--- src/design/lmts_pkg.sv ---
`default_nettype none

package lmts_pkg;

    localparam int unsigned VISIBLE_LINES = 144;

    localparam int unsigned OAM_CYCLES    = 80;
    localparam int unsigned XFER_CYCLES   = 172;
    localparam int unsigned HBLANK_CYCLES = 204;
    localparam int unsigned LINE_CYCLES   = 456;
    localparam int unsigned VBLANK_CYCLES = 4560;

    localparam int DOT_W  = 13;
    localparam int LINE_W = 8;
    localparam int IRQ_W  = 4;

    // largest quotient the dot counter can reach for any of the mode lengths
    localparam int QUOT_MAX = 10;
    localparam int QUOT_W   = $clog2(QUOT_MAX + 1);

    localparam logic [1:0] OP_TICK  = 2'd0;
    localparam logic [1:0] OP_WRITE = 2'd1;
    localparam logic [1:0] OP_READ  = 2'd2;

    localparam logic CFG_DISPLAY_ENABLE = 1'b0;
    localparam logic CFG_LINE_COMPARE   = 1'b1;

    // enable bits
    localparam int IRQ_HBL  = 0;
    localparam int IRQ_VBL  = 1;
    localparam int IRQ_OAM  = 2;
    localparam int IRQ_COIN = 3;

    typedef enum logic [1:0] {
        MODE_HBLANK = 2'd0,
        MODE_VBLANK = 2'd1,
        MODE_OAM    = 2'd2,
        MODE_XFER   = 2'd3
    } mode_t;

    typedef struct packed {
        logic [1:0] operation;
        logic [7:0] cycles;
        logic       stop_mode;
        logic [7:0] write_data;
    } item_t;

    typedef struct packed {
        logic  valid;
        item_t item;
    } stage_t;

    typedef struct packed {
        mode_t             current_mode;
        logic [LINE_W-1:0] current_line;
        logic [6:0]        status_value;
        logic              vblank_request;
        logic              status_request;
        logic              line_done;
        logic [LINE_W-1:0] finished_line;
        logic              frame_done;
    } result_t;

    // quotient by a constant through parallel threshold compares
    function automatic logic [QUOT_W-1:0] dot_quot(input logic [DOT_W-1:0] x,
                                                   input int unsigned c);
        logic [QUOT_W-1:0] q;
        q = '0;
        for (int k = 1; k <= QUOT_MAX; k++) begin
            if (32'(x) >= 32'(k) * c) begin
                q = QUOT_W'(k);
            end
        end
        return q;
    endfunction

    function automatic logic [DOT_W-1:0] dot_rem(input logic [DOT_W-1:0] x,
                                                 input int unsigned c);
        logic [QUOT_W-1:0] q;
        q = dot_quot(x, c);
        return x - DOT_W'(32'(q) * c);
    endfunction

endpackage

`default_nettype wire

--- src/design/lmts_item_if.sv ---
`default_nettype none

interface lmts_item_if;
    logic       valid;
    logic       ready;
    logic [1:0] operation;
    logic [7:0] cycles;
    logic       stop_mode;
    logic [7:0] write_data;

    modport source (
        output valid,
        output operation,
        output cycles,
        output stop_mode,
        output write_data,
        input  ready
    );

    modport sink (
        input  valid,
        input  operation,
        input  cycles,
        input  stop_mode,
        input  write_data,
        output ready
    );
endinterface

`default_nettype wire

--- src/design/lmts_result_if.sv ---
`default_nettype none

interface lmts_result_if;
    logic       valid;
    logic       ready;
    logic [1:0] current_mode;
    logic [7:0] current_line;
    logic [6:0] status_value;
    logic       vblank_request;
    logic       status_request;
    logic       line_done;
    logic [7:0] finished_line;
    logic       frame_done;

    modport source (
        output valid,
        output current_mode,
        output current_line,
        output status_value,
        output vblank_request,
        output status_request,
        output line_done,
        output finished_line,
        output frame_done,
        input  ready
    );

    modport sink (
        input  valid,
        input  current_mode,
        input  current_line,
        input  status_value,
        input  vblank_request,
        input  status_request,
        input  line_done,
        input  finished_line,
        input  frame_done,
        output ready
    );
endinterface

`default_nettype wire

--- src/design/lmts_in_reg.sv ---
`default_nettype none

module lmts_in_reg
    import lmts_pkg::*;
(
    input  wire logic   clk,
    input  wire logic   rst_n,
    lmts_item_if.sink   item,
    input  wire logic   take,
    output stage_t      stage
);

    logic  valid_reg;
    item_t item_reg;
    logic  accept;

    assign item.ready = !valid_reg || take;
    assign accept     = item.valid && item.ready;

    always_ff @(posedge clk or negedge rst_n)
    begin
        if (!rst_n)
        begin
            valid_reg <= 1'b0;
        end
        else if (accept)
        begin
            valid_reg <= 1'b1;
        end
        else if (take)
        begin
            valid_reg <= 1'b0;
        end
    end

    always_ff @(posedge clk)
    begin
        if (accept)
        begin
            item_reg.operation  <= item.operation;
            item_reg.cycles     <= item.cycles;
            item_reg.stop_mode  <= item.stop_mode;
            item_reg.write_data <= item.write_data;
        end
    end

    assign stage.valid = valid_reg;
    assign stage.item  = item_reg;

endmodule

`default_nettype wire

--- src/design/lmts_core.sv ---
`default_nettype none

module lmts_core
    import lmts_pkg::*;
(
    input  wire logic       clk,
    input  wire logic       rst_n,
    input  wire logic       wr_en,
    input  wire logic       wr_index,
    input  wire logic [7:0] wr_data,
    input  stage_t          stage,
    output logic            take,
    lmts_result_if.source   result
);

    logic              display_enable_reg;
    logic [LINE_W-1:0] line_compare_reg;

    mode_t             mode_reg, mode_next;
    logic [LINE_W-1:0] line_reg, line_next;
    logic [DOT_W-1:0]  dot_reg, dot_next;
    logic [IRQ_W-1:0]  irq_reg, irq_next;

    logic              res_valid_reg;
    result_t           result_reg, result_next;

    logic [DOT_W-1:0]  dot_sum;
    logic [LINE_W-1:0] line_inc;
    logic [LINE_W-1:0] vbl_line;
    logic              tick;
    logic              dot_in_range;

    assign take = stage.valid && (!res_valid_reg || result.ready);

    always_ff @(posedge clk or negedge rst_n)
    begin
        if (!rst_n)
        begin
            display_enable_reg <= 1'b0;
            line_compare_reg   <= '0;
        end
        else if (wr_en)
        begin
            unique case (wr_index)
                CFG_DISPLAY_ENABLE: display_enable_reg <= wr_data[0];
                CFG_LINE_COMPARE:   line_compare_reg   <= wr_data;
                default:            ;
            endcase
        end
    end

    always_ff @(posedge clk or negedge rst_n)
    begin
        if (!rst_n)
        begin
            mode_reg <= MODE_HBLANK;
            line_reg <= '0;
            dot_reg  <= '0;
            irq_reg  <= '0;
        end
        else if (take)
        begin
            mode_reg <= mode_next;
            line_reg <= line_next;
            dot_reg  <= dot_next;
            irq_reg  <= irq_next;
        end
    end

    always_comb
    begin
        mode_next = mode_reg;
        line_next = line_reg;
        dot_next  = dot_reg;
        irq_next  = irq_reg;

        result_next = '0;

        dot_sum  = dot_reg + DOT_W'(stage.item.cycles);
        line_inc = line_reg + LINE_W'(1);
        vbl_line = LINE_W'(VISIBLE_LINES + 32'(dot_quot(dot_sum, LINE_CYCLES)));
        tick     = (stage.item.operation == OP_TICK) && !stage.item.stop_mode
                   && display_enable_reg;

        if (stage.item.operation == OP_WRITE)
        begin
            irq_next = stage.item.write_data[6:3];
        end
        else if (tick)
        begin
            unique case (mode_reg)
                MODE_HBLANK:
                begin
                    dot_next = dot_sum;
                    if (dot_sum >= DOT_W'(HBLANK_CYCLES))
                    begin
                        result_next.line_done     = 1'b1;
                        result_next.finished_line = line_reg;
                        dot_next  = dot_rem(dot_sum, HBLANK_CYCLES);
                        line_next = line_inc;
                        if (32'(line_inc) < VISIBLE_LINES)
                        begin
                            mode_next = MODE_OAM;
                            result_next.status_request = irq_reg[IRQ_OAM];
                        end
                        else
                        begin
                            mode_next = MODE_VBLANK;
                            result_next.vblank_request = 1'b1;
                            result_next.status_request = irq_reg[IRQ_VBL];
                        end
                        if (irq_reg[IRQ_COIN] && (line_inc == line_compare_reg))
                        begin
                            result_next.status_request = 1'b1;
                        end
                    end
                end
                MODE_VBLANK:
                begin
                    if (dot_sum >= DOT_W'(VBLANK_CYCLES))
                    begin
                        result_next.frame_done = 1'b1;
                        dot_next  = dot_rem(dot_sum, VBLANK_CYCLES);
                        line_next = '0;
                        mode_next = MODE_OAM;
                        result_next.status_request = irq_reg[IRQ_OAM]
                            || (irq_reg[IRQ_COIN] && (line_compare_reg == '0));
                    end
                    else
                    begin
                        dot_next  = dot_sum;
                        line_next = vbl_line;
                        result_next.status_request = (vbl_line != line_reg)
                            && irq_reg[IRQ_COIN] && (vbl_line == line_compare_reg);
                    end
                end
                MODE_OAM:
                begin
                    dot_next = dot_sum;
                    if (dot_sum >= DOT_W'(OAM_CYCLES))
                    begin
                        dot_next  = dot_rem(dot_sum, OAM_CYCLES);
                        mode_next = MODE_XFER;
                    end
                end
                MODE_XFER:
                begin
                    dot_next = dot_sum;
                    if (dot_sum >= DOT_W'(XFER_CYCLES))
                    begin
                        dot_next  = dot_rem(dot_sum, XFER_CYCLES);
                        mode_next = MODE_HBLANK;
                        result_next.status_request = irq_reg[IRQ_HBL];
                    end
                end
                default: ;
            endcase
        end

        result_next.current_mode = mode_next;
        result_next.current_line = line_next;
        result_next.status_value = {irq_next, (line_next == line_compare_reg), mode_next};
    end

    always_ff @(posedge clk or negedge rst_n)
    begin
        if (!rst_n)
        begin
            res_valid_reg <= 1'b0;
        end
        else if (take)
        begin
            res_valid_reg <= 1'b1;
        end
        else if (result.ready)
        begin
            res_valid_reg <= 1'b0;
        end
    end

    always_ff @(posedge clk)
    begin
        if (take)
        begin
            result_reg <= result_next;
        end
    end

    assign result.valid          = res_valid_reg;
    assign result.current_mode   = result_reg.current_mode;
    assign result.current_line   = result_reg.current_line;
    assign result.status_value   = result_reg.status_value;
    assign result.vblank_request = result_reg.vblank_request;
    assign result.status_request = result_reg.status_request;
    assign result.line_done      = result_reg.line_done;
    assign result.finished_line  = result_reg.finished_line;
    assign result.frame_done     = result_reg.frame_done;

    // reachable counter range per mode; the threshold divides rely on it
    assign dot_in_range = ((mode_reg == MODE_HBLANK) && (dot_reg < DOT_W'(HBLANK_CYCLES)))
                       || ((mode_reg == MODE_OAM)    && (dot_reg < DOT_W'(255)))
                       || ((mode_reg == MODE_XFER)   && (dot_reg < DOT_W'(XFER_CYCLES)))
                       || ((mode_reg == MODE_VBLANK) && (dot_reg < DOT_W'(VBLANK_CYCLES)));

    a_dot_range: assert property (@(posedge clk) disable iff (!rst_n) dot_in_range)
        else $error("dot counter out of range for mode");

    a_line_done_mode: assert property (@(posedge clk) disable iff (!rst_n)
        res_valid_reg && result_reg.line_done |->
            (result_reg.current_mode == MODE_OAM) || (result_reg.current_mode == MODE_VBLANK))
        else $error("line done without entering oam or vblank");

    a_frame_done: assert property (@(posedge clk) disable iff (!rst_n)
        res_valid_reg && result_reg.frame_done |->
            (result_reg.current_mode == MODE_OAM) && (result_reg.current_line == '0)
            && !result_reg.line_done)
        else $error("frame done with wrong mode or line");

    a_vblank_entry: assert property (@(posedge clk) disable iff (!rst_n)
        res_valid_reg && result_reg.vblank_request |->
            (result_reg.current_mode == MODE_VBLANK)
            && (result_reg.current_line == LINE_W'(VISIBLE_LINES)) && result_reg.line_done)
        else $error("vblank request outside vblank entry");

endmodule

`default_nettype wire

--- src/design/lcd_mode_timing_stat.sv ---
// Display timing engine with status register.
//
// item:   operation/cycles/stop_mode/write_data, valid/ready. A tick advances
//         the dot counter through OAM search, transfer, H-blank and V-blank;
//         a write loads the four interrupt enables; a read changes nothing.
// result: one transfer per item, in order: mode, line, status byte, the
//         vblank and status requests, line_done with finished_line, frame_done.
// wr_en/wr_index/wr_data: index 0 display enable (bit 0), index 1 line compare.
//         Write only while no item is in flight.
//
// The item is captured in the input register, and the result register is then
// loaded from the mode/counter update when the core takes the item. While
// result.ready is high, throughput is one item per cycle.
// Reset clears mode to H-blank, line, dot counter, enables and both config
// registers; nothing is held in flight. When result.ready is low the result
// holds, one more item is taken into the input register, and item.ready then
// drops until the result is transferred.
`default_nettype none

module lcd_mode_timing_stat
    import lmts_pkg::*;
(
    input  wire logic       clk,
    input  wire logic       rst_n,
    lmts_item_if.sink       item,
    lmts_result_if.source   result,
    input  wire logic       wr_en,
    input  wire logic       wr_index,
    input  wire logic [7:0] wr_data
);

    stage_t stage;
    logic   take;

    lmts_in_reg u_in_reg (
        .clk   (clk),
        .rst_n (rst_n),
        .item  (item),
        .take  (take),
        .stage (stage)
    );

    lmts_core u_core (
        .clk      (clk),
        .rst_n    (rst_n),
        .wr_en    (wr_en),
        .wr_index (wr_index),
        .wr_data  (wr_data),
        .stage    (stage),
        .take     (take),
        .result   (result)
    );

endmodule

`default_nettype wire

--- src/flat_wrapper.sv ---
// flat-port wrapper written by rule: the top's interface ports become plain ports
module lcd_mode_timing_stat_flat import lmts_pkg::*;
  (clk, rst_n, wr_en, wr_index, wr_data, item_valid, item_operation, item_cycles, item_stop_mode, item_write_data, item_ready, result_valid, result_current_mode, result_current_line, result_status_value, result_vblank_request, result_status_request, result_line_done, result_finished_line, result_frame_done, result_ready);
  lmts_item_if item_i ();
  lmts_result_if result_i ();
  input  wire logic clk;
  input  wire logic rst_n;
  input  wire logic wr_en;
  input  wire logic wr_index;
  input  wire logic [7:0] wr_data;
  input wire logic [$bits(item_i.valid)-1:0] item_valid;
  input wire logic [$bits(item_i.operation)-1:0] item_operation;
  input wire logic [$bits(item_i.cycles)-1:0] item_cycles;
  input wire logic [$bits(item_i.stop_mode)-1:0] item_stop_mode;
  input wire logic [$bits(item_i.write_data)-1:0] item_write_data;
  output wire logic [$bits(item_i.ready)-1:0] item_ready;
  output wire logic [$bits(result_i.valid)-1:0] result_valid;
  output wire logic [$bits(result_i.current_mode)-1:0] result_current_mode;
  output wire logic [$bits(result_i.current_line)-1:0] result_current_line;
  output wire logic [$bits(result_i.status_value)-1:0] result_status_value;
  output wire logic [$bits(result_i.vblank_request)-1:0] result_vblank_request;
  output wire logic [$bits(result_i.status_request)-1:0] result_status_request;
  output wire logic [$bits(result_i.line_done)-1:0] result_line_done;
  output wire logic [$bits(result_i.finished_line)-1:0] result_finished_line;
  output wire logic [$bits(result_i.frame_done)-1:0] result_frame_done;
  input wire logic [$bits(result_i.ready)-1:0] result_ready;
  assign item_i.valid = item_valid;
  assign item_i.operation = item_operation;
  assign item_i.cycles = item_cycles;
  assign item_i.stop_mode = item_stop_mode;
  assign item_i.write_data = item_write_data;
  assign item_ready = item_i.ready;
  assign result_valid = result_i.valid;
  assign result_current_mode = result_i.current_mode;
  assign result_current_line = result_i.current_line;
  assign result_status_value = result_i.status_value;
  assign result_vblank_request = result_i.vblank_request;
  assign result_status_request = result_i.status_request;
  assign result_line_done = result_i.line_done;
  assign result_finished_line = result_i.finished_line;
  assign result_frame_done = result_i.frame_done;
  assign result_i.ready = result_ready;
  lcd_mode_timing_stat u_core (.clk(clk), .rst_n(rst_n), .item(item_i), .result(result_i), .wr_en(wr_en), .wr_index(wr_index), .wr_data(wr_data));
endmodule
--- config.mk ---
export PLATFORM = sky130hd
export DESIGN_NAME = lcd_mode_timing_stat_flat
export DESIGN_NICKNAME = d
export VERILOG_FILES = /design/src/design/lmts_pkg.sv /design/src/design/lmts_item_if.sv /design/src/design/lmts_result_if.sv /design/src/design/lmts_in_reg.sv /design/src/design/lmts_core.sv /design/src/design/lcd_mode_timing_stat.sv /design/src/flat_wrapper.sv
export SDC_FILE = /design/constraint.sdc
export NUM_CORES = 1
export LEC_CHECK = 0
export ABC_AREA = 0
export BUFFER_PORTS_ARGS = -buffer_cell sky130_fd_sc_hd__buf_2
export CORE_ASPECT_RATIO = 0.7
export CORE_MARGIN = 3
export CORE_UTILIZATION = 60
export CTS_CLUSTER_SIZE = 24
export DETAILED_ROUTE_END_ITERATION = 10
export PLACE_DENSITY = 0.88
export SLEW_MARGIN = 30
export SYNTH_ARGS = -nofsm -noshare
export SYNTH_HDL_FRONTEND = slang
export SYNTH_SLANG_ARGS = --single-unit
--- constraint.sdc ---
create_clock -name clk -period 9 [get_ports clk]
set_input_delay 0.45 -clock clk [delete_from_list [all_inputs] [get_ports clk]]
set_output_delay 0.45 -clock clk [all_outputs]
set_load 0.01 [all_outputs]
# Yosys cells after proc, flatten, opt, wreduce, memory -nomap -nowiden
# Cells that the tools add are included.
[totals]
ff_bits = 85
elab_cells = 204
[op_classes]
addsub = 7
multipliers = 4
order_cmp = 45
n_eq_ne = 8
muxes = 88
bitwise_logic = 6
reduce_logical = 26
[ops]
columns = ["op", "n"]
rows = [
  ["$mux W4", 53],
  ["$ge A13 B11 Y1 const B", 12],
  ["$ge A13 B10 Y1 const B", 11],
  ["$ge A13 B8 Y1 const B", 6],
  ["$ge A13 B9 Y1 const B", 6],
  ["$ge A13 B12 Y1 const B", 4],
  ["$mux W13", 4],
  ["$pmux W13 S4", 1],
  ["$ge A13 B13 Y1 const B", 3],
  ["$mux W8", 4],
  ["$ge A13 B7 Y1 const B", 2],
  ["$sub A13 B12 Y13", 2],
  ["$eq A8 B8 Y1", 3],
  ["$mul A4 B6 Y10 const B", 2],
  ["$pmux W8 S2", 1],
  ["$mux W1", 15],
  ["$mux W2", 7],
  ["$add A13 B8 Y13", 1],
  ["$sub A13 B11 Y13", 1],
  ["$sub A13 B13 Y13", 1],
  ["$mux W10", 1],
  ["$mul A4 B9 Y9 const B", 1],
  ["$add A8 B1 Y8 const B", 1],
  ["$add A8 B4 Y8 const A", 1],
  ["19 further kinds", 41],
]

# Depth between registers and ports, before layout
[depth]
word_depth = 20
mapped_depth = 31
mapped_depth_nobuf = 30

# By module
# From an unflattened synthesis, not the netlist that was laid out.
[hier_totals]
cells_unflattened = 972
hier_area_um2 = 8120.3
[by_module_without_submodules]
columns = ["module", "n_inst", "cells_each", "area_per_inst_um2", "seq_area_each_um2"]
rows = [
  ["lmts_core", 1, 948, 7488.4, 1736.7],
  ["lmts_in_reg", 1, 24, 631.9, 595.6],
]

# Worst setup path after synthesis
# Ideal clock, no wire load.
[synth_path]
path_type = "register to register"
from = "reg u_core.u_in_reg.item_reg (netlist bit u_core.u_in_reg.stage[10])"
to = "reg u_core.u_core.dot_reg[12]"
t_arrival_ns = 6.308
required_ns = 8.913
path_slack_ns = 2.605
path_stages_with_launch = 30
cell_sequence = "edfxtp_1 ha_1 a211o_1 a21o_1 xor2_1 inv_1 clkbuf_1 ha_1 a31oi_1 o21ai_0 a21oi_1 o221ai_1 nand2_1 a21oi_1 o31ai_1 fa_1 inv_1 ha_1 inv_1 ha_1 o21ai_0 nand2b_1 maj3_1 a21oi_1 o21ai_0 a21o_1 a211oi_1 xnor2_1 nand3_1 a22oi_1"
[synth_via]
elab_chain_cells = 20
elab_cells_between_ends = 96
[synth_lines]
columns = ["element", "line_no", "rtl"]
rows = [
  ["start: declaration", "lmts_in_reg.sv:14", "item_t item_reg;"],
  ["$add A13 B8 Y13 (*)", "lmts_core.sv:79", "dot_sum = dot_reg + DOT_W'(stage.item.cycles);"],
  ["$ge A13 B8 Y1 (tied with other cells)", "lmts_pkg.sv:70, lmts_core.sv:149", ""],
  ["$mux W1", "lmts_pkg.sv:70", "if (32'(x) >= 32'(k) * c) begin"],
  ["$mux W4 (9 in a row)", "lmts_pkg.sv:70", ""],
  ["$mux W4, on equally long branches", "lmts_core.sv:149, lmts_core.sv:95, lmts_core.sv:140", ""],
  ["$mux W4", "lmts_core.sv:91", "unique case (mode_reg)"],
  ["$mux W4", "lmts_core.sv:89", "else if (tick)"],
  ["$mux W4", "lmts_core.sv:85", "if (stage.item.operation == OP_WRITE)"],
  ["$mul A4 B6 Y10 or $mul A4 B3 Y7 (tied branches)", "lmts_pkg.sv:81", "return x - DOT_W'(32'(q) * c);"],
  ["$sub A13 B12 Y13 or $sub A13 B11 Y13 (tied branches)", "lmts_pkg.sv:81", ""],
  ["$mux W13, on equally long branches", "lmts_core.sv:149, lmts_core.sv:95, lmts_core.sv:140", ""],
  ["$pmux W13 S4 (*)", "lmts_core.sv:91", ""],
  ["end signal: assignment", "lmts_core.sv:65", "dot_reg <= dot_next;"],
  ["end: declaration", "lmts_core.sv:21", "logic [DOT_W-1:0] dot_reg, dot_next;"],
]
# Every way passes the cells marked *; elsewhere a longest branch is shown, timed or not. The select of a mux whose other input is x is not followed.
# A chain may end at the register's enable or synchronous reset.

# Worst setup path in the final report
[layout_path]
from = "reg u_core.u_in_reg.item_reg (netlist bit u_core.u_in_reg.stage[9])"
to = "reg u_core.u_core.dot_reg[12]"
# Same word-level chain as after synthesis.

==> metrics.txt <==
area of the multi-input gates 5039 um2; Routed Antenna Nets 0; CTS Root Cell clkbuf_16; Post-Syn Nets 986; Final Hold Vio Count 0; Synth area leaders edfxtp_1 (17%), dfrtp_1 (12%), ha_1 (9.8%); Synth async-reset ratio 47.50%; Reg area 2212 um2; vias per inst 6.886; CTS tree done; PortBufs 59; most frequent cell after synthesis nand2_1; Post-synth EDFFs 42; status finished clean; # diodes 0; critical path's most frequent cell ha_1; Crit Path Category register to register; Commonest cells post-synth nand2_1 (83), nor2_1 (72), a21oi_1 (66), ha_1 (60), o21ai_0 (60); height of the die 100.4 um; Max H-tree Level 3; # DRC 0; clock slew at reported path FFs 70 ps; Seq/Total Area, Yosys 28.96%; # IOs 64; hold_buf cts 0; layout cells sized above 1 15.70%; max FFs per register 15; post-DR wirelength/cell 23.23 um; GP Congestion 1.022; largest net degree at the start of global routing 39; Fillers 949; Critical Path Start Type register; grt total ovfl 0; via count 7485; Setup Skew 8.746 ps; Avg Inst Size Synth 8.623 um2; Critical Path Max Stage Delay 650 ps; Rel. slew slack 43.89%; Detailed Route WL 25260 um; DPL Wire Length 18680 um; vias in the first global route 7048; gr usage total 35.63%; initial core utilization 63.37%; post-synthesis cell area 7640 um2; Max Clk Rate 123.5 MHz; Slowest-stage cell, CP and2_1; row count 33; Yosys reg bits 80; cell taking the most area after synthesis edfxtp_1; first-pass GRT wire length 39480 um; Slew @ Worst Pin 838.6 ps; max cap viols 0; drt pass-1 iters 7; Netlist cell types 91; area delta synth->final 9.613%; Die ar. 14140 um2; Slew Viols, Final 0; Final Cycle Share 89.96%; core area 12060 um2; post_cts resized 0; RSZ-0062 raised after global routing false; Mapped Cells 886; Fin Setup TNS 0 ps; Final Critical Period 8096 ps; Post-CTS Setup Repair Bufs 0; antenna violations before repair 0; CP Capture Type register; final setup vio count 0; Synth top area share 16.51%; Synth Flop Type edfxtp_1; WP data required 9240 ps; Clock Path Buffers 2; Ys Warns 0; Layout Nets 1025; CTS buffer count 9; Tightest Hold Check Type input pin to asynchronous set/reset pin; CP Max Fanout 22; Clock Sinks 80; Critical Path AT 8330 ps; die width 140.9 um; initial drt markers 1025; Skew-Pair Late Insertion Delay 350 ps
[critical path: cells and delay by family, from the launching register on]
kind,cells,cell delay [ps]
adders and majority gates,7,2300
DFF,1,420
and+or+nand+nor,4,1210
buffers and inverters,4,790
AOI/OAI and AO/OA,12,3070
xor gates and xnor gates,1,170
[metal layers]
layer / part of all wire [%] / vias up / GRT usage, %
met4: 2.2 / 0 / 7.967
met5: 0 / - / 0
met2: 41 / 566 / 49.08
met1: 42 / 3513 / 51.79
li1: - / 3330 / -
met3: 15 / 76 / 15.19
[cells in the final DEF, fill, tap and decap left out, types with 8 or more instances in the layout]
master	Yosys	routed
a211oi_1	12	12
a21o_1	19	19
a21oi_1	66	66
a31oi_1	15	15
and2_1	11	11
and3_1	8	8
buf_2	5	58
buf_4	2	12
clkbuf_16	0	9
dfrtp_1	38	38
edfxtp_1	42	42
ha_1	60	60
inv_1	47	47
mux2_2	21	21
nand2_1	83	83
nand2b_1	12	12
nand3_1	20	20
nor2_1	72	72
nor3_1	16	16
o21ai_0	60	60
xnor2_1	48	48
xor2_1	22	22
[final timing paths]
check                                    startpoint                   endpoint  slack, ps  cells past startpoint
min reg2reg                u_core.u_core.dot_reg[3]   u_core.u_core.dot_reg[3]        510                      2
min                                           rst_n  u_core.u_in_reg.valid_reg         90                      1
min in group clk                 item_write_data[5]   u_core.u_in_reg.stage[5]        280                      1
max reg2reg                u_core.u_in_reg.stage[9]  u_core.u_core.dot_reg[12]        900                     28
max in group asynchronous                     rst_n  u_core.u_core.dot_reg[11]       8530                      1
max                        u_core.u_in_reg.stage[9]  u_core.u_core.dot_reg[12]        900                     28
[logic make-up after synthesis]
| group | count (synthesis) | synth area share, % |
|---|---|---|
| xor+xnor | 75 | 9.237 |
| simple gates | 268 | 16.97 |
| compound gates | 275 | 24.73 |
| flops | 80 | 28.96 |
| mux | 21 | 3.095 |
| buf+inv | 98 | 5.093 |
| fa+ha+maj | 69 | 11.92 |
[area by class of cell]
class                           count  share of cell area (%)
Multi-Input combinational cell    708                   60.17
Inverter                           56                   2.510
Timing Repair Buffer               70                   4.542
Clock buffer                        9                   2.689
Tap cell                          157                   2.346
Sequential cell                    80                   26.42
Clock inverter                      7                   1.330
[through the flow]
stage	worst slack (ps)	area [um2]	hold slack [ps]	util (%)	instances
floorplan	2605	7640	154.4	-	886
global route	535.1	8374	121.4	69.46	1087
CTS	1062	8372	274.4	69.44	1087
global placement	1512	8035	465.6	66.65	1071
finish	903.9	8374	88.00	69.46	1087
detailed placement	1285	8035	481.1	66.65	1071
Power is left out: the tool's default activity adds up to more than one toggle a clock period on the data nets, which glitch-free logic cannot reach.
